<file path="src/imurlp_pkg.sv">
// Shared types and constants for the IMU axis remap and accel low-pass block.
// Holds beat structs, coefficient and control structs, register indexes and reset values.
// No dependencies.
package imurlp_pkg;

    // Field widths fixed by the sensor format
    localparam int SAMPLE_BITS   = 16;
    localparam int HIST_BITS     = 32;
    localparam int COEF_BITS     = 32;
    localparam int MAP_BITS      = 6;
    localparam int NEG_BITS      = 3;
    localparam int CFG_IDX_BITS  = 3;
    localparam int CFG_DATA_BITS = 32;

    typedef logic signed [SAMPLE_BITS-1:0] t_sample;
    typedef logic signed [HIST_BITS-1:0]   t_hist;
    typedef logic signed [COEF_BITS-1:0]   t_coef;

    // Input beat: raw sensor axes
    typedef struct packed {
        t_sample raw_gyro_x;
        t_sample raw_gyro_y;
        t_sample raw_gyro_z;
        t_sample raw_accel_x;
        t_sample raw_accel_y;
        t_sample raw_accel_z;
    } t_in_beat;

    // Output beat: body-frame gyro and filtered accel
    typedef struct packed {
        t_sample body_gyro_x;
        t_sample body_gyro_y;
        t_sample body_gyro_z;
        t_sample smooth_accel_x;
        t_sample smooth_accel_y;
        t_sample smooth_accel_z;
    } t_out_beat;

    // Low-pass coefficients, signed Q2.30 by default
    typedef struct packed {
        t_coef feedback_coef_one;
        t_coef feedback_coef_two;
        t_coef input_coef;
    } t_iir_coef;

    // History update control from the top level to each axis filter
    typedef struct packed {
        logic advance;
        logic primed;
    } t_hist_ctl;

    // Configuration register indexes
    typedef enum logic [CFG_IDX_BITS-1:0] {
        CFG_AXIS_MAP = 3'd0,
        CFG_NEG_MASK = 3'd1,
        CFG_GOFF_X   = 3'd2,
        CFG_GOFF_Y   = 3'd3,
        CFG_GOFF_Z   = 3'd4,
        CFG_COEF_A1  = 3'd5,
        CFG_COEF_A2  = 3'd6,
        CFG_COEF_B0  = 3'd7
    } t_cfg_idx;

    // Source axis select codes
    localparam logic [1:0] SRC_AXIS_X = 2'd0;
    localparam logic [1:0] SRC_AXIS_Y = 2'd1;
    localparam logic [1:0] SRC_AXIS_Z = 2'd2;
    localparam logic [1:0] SRC_NONE   = 2'd3;

    // Register reset values
    localparam logic [MAP_BITS-1:0] AXIS_MAP_RST = 6'd33;
    localparam logic [NEG_BITS-1:0] NEG_MASK_RST = 3'd2;
    localparam t_coef COEF_A1_RST = 32'sd2071735499;
    localparam t_coef COEF_A2_RST = -32'sd1000494912;
    localparam t_coef COEF_B0_RST = 32'sd2501237;

endpackage

</file>
<file path="src/imurlp_remap.sv">
// Axis remap: signed axis permutation, gyro offset and saturation, accel scaling
// to the filter history format. Pure combinational logic.
// Depends on imurlp_pkg.
module imurlp_remap import imurlp_pkg::*; #(
    parameter int HISTORY_FRAC_BITS = 16
) (
    input  logic [MAP_BITS-1:0] i_map,
    input  logic [NEG_BITS-1:0] i_neg,
    input  t_sample             i_goff  [3],
    input  t_sample             i_gyro  [3],
    input  t_sample             i_accel [3],
    output t_sample             o_gyro  [3],
    output t_hist               o_xq    [3]
);

    localparam int SB  = SAMPLE_BITS;
    localparam int SHW = SAMPLE_BITS + HISTORY_FRAC_BITS;
    // scaled accel width, at least one bit over history so saturation is visible
    localparam int XW  = (SHW > HIST_BITS) ? SHW : HIST_BITS + 1;

    localparam logic signed [SB+1:0] G_MAX = {3'b000, {(SB-1){1'b1}}};
    localparam logic signed [SB+1:0] G_MIN = {3'b111, {(SB-1){1'b0}}};
    localparam logic signed [SB:0]   A_MAX = {2'b00, {(SB-1){1'b1}}};
    localparam logic signed [SB:0]   A_MIN = {2'b11, {(SB-1){1'b0}}};
    localparam logic signed [XW-1:0] X_MAX = {{(XW-HIST_BITS+1){1'b0}}, {(HIST_BITS-1){1'b1}}};
    localparam logic signed [XW-1:0] X_MIN = {{(XW-HIST_BITS+1){1'b1}}, {(HIST_BITS-1){1'b0}}};

    for (genvar k = 0; k < 3; k++) begin : g_axis
        logic [1:0]             code;
        logic signed [SB:0]     g_pick;
        logic signed [SB:0]     a_pick;
        logic signed [SB:0]     g_sgn;
        logic signed [SB:0]     a_sgn;
        logic signed [SB+1:0]   g_sum;
        t_sample                a_sat;
        logic signed [XW-1:0]   a_wide;

        assign code = i_map[2*k +: 2];

        // source axis select
        always_comb begin
            case (code)
                SRC_AXIS_X: begin
                    g_pick = (SB+1)'(i_gyro[0]);
                    a_pick = (SB+1)'(i_accel[0]);
                end
                SRC_AXIS_Y: begin
                    g_pick = (SB+1)'(i_gyro[1]);
                    a_pick = (SB+1)'(i_accel[1]);
                end
                SRC_AXIS_Z: begin
                    g_pick = (SB+1)'(i_gyro[2]);
                    a_pick = (SB+1)'(i_accel[2]);
                end
                default: begin
                    g_pick = '0;
                    a_pick = '0;
                end
            endcase
        end

        // negate; one extra bit holds the negated most negative value
        assign g_sgn = i_neg[k] ? -g_pick : g_pick;
        assign a_sgn = i_neg[k] ? -a_pick : a_pick;

        // gyro offset, then clamp to sample range
        assign g_sum = (SB+2)'(g_sgn) + (SB+2)'(i_goff[k]);
        always_comb begin
            if (g_sum > G_MAX) begin
                o_gyro[k] = G_MAX[SB-1:0];
            end else if (g_sum < G_MIN) begin
                o_gyro[k] = G_MIN[SB-1:0];
            end else begin
                o_gyro[k] = g_sum[SB-1:0];
            end
        end

        // accel clamp, scale to history format, clamp to history range
        always_comb begin
            if (a_sgn > A_MAX) begin
                a_sat = A_MAX[SB-1:0];
            end else if (a_sgn < A_MIN) begin
                a_sat = A_MIN[SB-1:0];
            end else begin
                a_sat = a_sgn[SB-1:0];
            end
        end

        assign a_wide = XW'(a_sat) <<< HISTORY_FRAC_BITS;

        always_comb begin
            if (a_wide > X_MAX) begin
                o_xq[k] = X_MAX[HIST_BITS-1:0];
            end else if (a_wide < X_MIN) begin
                o_xq[k] = X_MIN[HIST_BITS-1:0];
            end else begin
                o_xq[k] = a_wide[HIST_BITS-1:0];
            end
        end
    end

endmodule

</file>
<file path="config.mk">
export PLATFORM = sky130hd
export DESIGN_NAME = imurlp_remap
export DESIGN_NICKNAME = d
export VERILOG_FILES = /design/src/imurlp_pkg.sv /design/src/imurlp_remap.sv
export SDC_FILE = /design/constraint.sdc
export NUM_CORES = 1
export LEC_CHECK = 0
export ABC_CLOCK_PERIOD_IN_PS = 6950
export BUFFER_PORTS_ARGS = -buffer_cell sky130_fd_sc_hd__buf_2
export CAP_MARGIN = 20
export CORE_AREA = 2 2 101 201
export DETAILED_ROUTE_END_ITERATION = 7
export DIE_AREA = 0 0 103 203
export GPL_TIMING_DRIVEN = 0
export PLACE_DENSITY = 0.74
export SLEW_MARGIN = 20
export SYNTH_ARGS = -nofsm -noshare
export SYNTH_HDL_FRONTEND = slang
export SYNTH_SLANG_ARGS = --single-unit
</file>
<file path="constraint.sdc">
create_clock -name vclk -period 6.95
set_input_delay 1.39 -clock vclk [all_inputs]
set_output_delay 1.39 -clock vclk [all_outputs]
set_load 0.02 [all_outputs]
</file>
==> impl_metrics.env <==
export IMPL_multi_input_area_um2=8030
export IMPL_hold_class="input port to output pin"
export IMPL_gr_total_overflow=0
export IMPL_grt_pass1_wl_um=52000
export IMPL_cap_violations=0
export IMPL_synthesis_area_um2=7850
export IMPL_synth_warnings=0
export IMPL_layout_commonest_cell="buf_2"
export IMPL_ant_nets=0
export IMPL_tightest_slew_ns=0.869
export IMPL_fin_tns_setup_ns=-0.601
export IMPL_fin_util=0.587
export IMPL_fillerInstances=1882
export IMPL_rsz0062_at_grt="yes"
export IMPL_drc_errors=0
export IMPL_die_x_um=103
export IMPL_syn_avg_cell_area_um2=6.74
export IMPL_synthMuxAreaShare=0.135
export IMPL_hold_slack_ns=3.26
export IMPL_violations="setup timing"
export IMPL_path_class="input port to output pin"
export IMPL_cp_max_fo=8
export IMPL_synth_adder_area_share=0.0985
export IMPL_drt_pre_antenna_iters=5
export IMPL_peakVddDrop_mv=0.162
export IMPL_viasPerCell=6.00
export IMPL_final_clkbuf_count=0
export IMPL_p_leak_uw=0.00516
export IMPL_nNetsFinal=1728
export IMPL_cp_start_kind="input port"
export IMPL_synth_simple_area_share=0.210
export IMPL_drive_gt1_frac=0.352
export IMPL_globalRouteTotalUtil=0.316
export IMPL_min_period_over_period=1.01
export IMPL_synth_yosys_seq_area_share=0
export IMPL_numSequentialCells=0
export IMPL_drt_iter0_drc=486
export IMPL_finalSetupViolCount=10
export IMPL_power_density_nw_per_um2=185
export IMPL_dieArea_um2=20900
export IMPL_rows=72
export IMPL_hpwl_um=28800
export IMPL_globalplace_congestion=1.03
export IMPL_layout_setup_ws_ns=-0.0868
export IMPL_status="finished, violations left"
export IMPL_wl_per_cell_um=20.2
export IMPL_finalMaxSlewViolations=0
export IMPL_io_pins=297
export IMPL_synthDistinctLibCells=75
export IMPL_grt_max_degree=20
export IMPL_port_buffers=242
export IMPL_critPathArrivalTime_ns=5.65
export IMPL_fmax_mhz=142
export IMPL_fin_crit_ns=7.04
export IMPL_relSlewSlack=0.418
export IMPL_synth_compound_area_frac=0.347
export IMPL_initial_core_util=0.407
export IMPL_synth_top_family_by_area="compound AO/OA/AOI/OAI gates"
export IMPL_core_area_um2=19300
export IMPL_routed_wl_um=36000
export IMPL_grt_pass1_vias=10200
export IMPL_crit_path_end_kind="output pin"
export IMPL_area_growth_pct=44.1
export IMPL_synth_xor_area_share=0.103
export IMPL_syn_inst=1164
export IMPL_cp_required_ns=5.56
export IMPL_layout_common_cells="228 x buf_2, 119 x buf_4, 114 x nand2_1, 91 x mux2i_1, 72 x o21ai_0"
export IMPL_finalHoldViolCount=0
export IMPL_die_y_um=203
export IMPL_vias=10700
export IMPL_final_seq_area_um2=0
export IMPL_antenna_found_initial=9
[power breakdown]
part,internal (µW),switching (µW),total (µW)
clock network,0.000154,0,0.000154
logic,877,1210,2090
registers,0,0,0
[Yosys cell counts, drive strengths merged (9+ instances only)]
cell     number  area [µm²]
a211oi        9        67.6
a21o         10        75.1
a21oi        75         375
a2bb2oi      22         193
a31oi        28         175
buf          75         518
clkbuf       39         146
ha           57         713
inv          46         173
mux2i       101        1010
nand2       115         432
nand3        39         195
nor2         66         248
nor2b        12        82.6
nor3         22         115
o211ai       12        90.1
o21a         20         150
o21ai       104         521
o2bb2ai      51         453
o31ai        16         120
or2          14        87.6
or3          21         131
xnor2        53         464
xor2         39         342
[worst paths after layout]
| path | from | endpoint | slack (ns) | cells past startpoint |
|---|---|---|---|---|
| min | i_map[3] | o_xq[58] | 3.26 | 5 |
| max | i_map[2] | o_gyro[26] | -0.09 | 22 |
[final cells by class]
| type | instances | share of cell area |
|---|---|---|
| multi-input cells | 1051 | 0.709 |
| repair buffers | 308 | 0.165 |
| plain buffers | 107 | 0.0793 |
| well taps | 259 | 0.0286 |
| inverters | 47 | 0.0156 |
| diodes | 8 | 0.00177 |
[kinds of logic after synthesis]
kind of cell / Yosys count
AOI/OAI and AO/OA: 405
and+or+nand+nor: 340
buffers and inverters: 161
muxes: 105
xor gates and xnor gates: 92
adders and majority gates: 60
other: 1
[worst max-delay path: stages]
cell and delay, ns:
buf_12 0.11, buf_12 0.14, buf_6 0.12, mux2i_2 0.20, o2bb2ai_2 0.10, or2_4 0.24, or4_4 0.54, or2_4 0.27
o21ai_2 0.14, xnor2_1 0.10, ha_1 0.38, buf_4 0.16, nand2_1 0.08, nor2_2 0.05, a221o_1 0.33, o22a_1 0.26
mux2i_4 0.24, buf_6 0.15, o21ai_4 0.21, clkbuf_16 0.19, nand3_1 0.07, buf_2 0.16
[per-stage QoR]
| step | setup slack, ns | total power [µW] | area (µm²) | cells |
|---|---|---|---|---|
| after CTS | -0.0637 | 1870 | 10600 | 1742 |
| final | -0.0868 | 2090 | 11300 | 1780 |
| after detailed placement | -1.09 | 1710 | 9870 | 1712 |
| after floorplan | 0.00396 | 1250 | 8340 | 1211 |
| after global placement | -1.02 | 1690 | 9870 | 1712 |
| after global routing | -0.173 | 2220 | 11300 | 1778 |
[routing by layer]
metal / GRT usage / vias up / share of wire
met5: 0 / - / 0.00095
met4: 0.215 / 6 / 0.081
met3: 0.0389 / 176 / 0.064
met2: 0.591 / 546 / 0.53
met1: 0.308 / 4960 / 0.33
li1: - / 4989 / -
[timing repair]
item                                    4_1_cts  5_1_grt
buffers inserted                             34       28
endpoints found under the hold margin         0        0
endpoints found under the setup margin       48       47
hold buffers                                  0        0
gates resized for setup                     115      140
pin swaps                                    17       30
gates cloned                                  2        3
No activity file was read; power rests on OpenSTA's default activity.
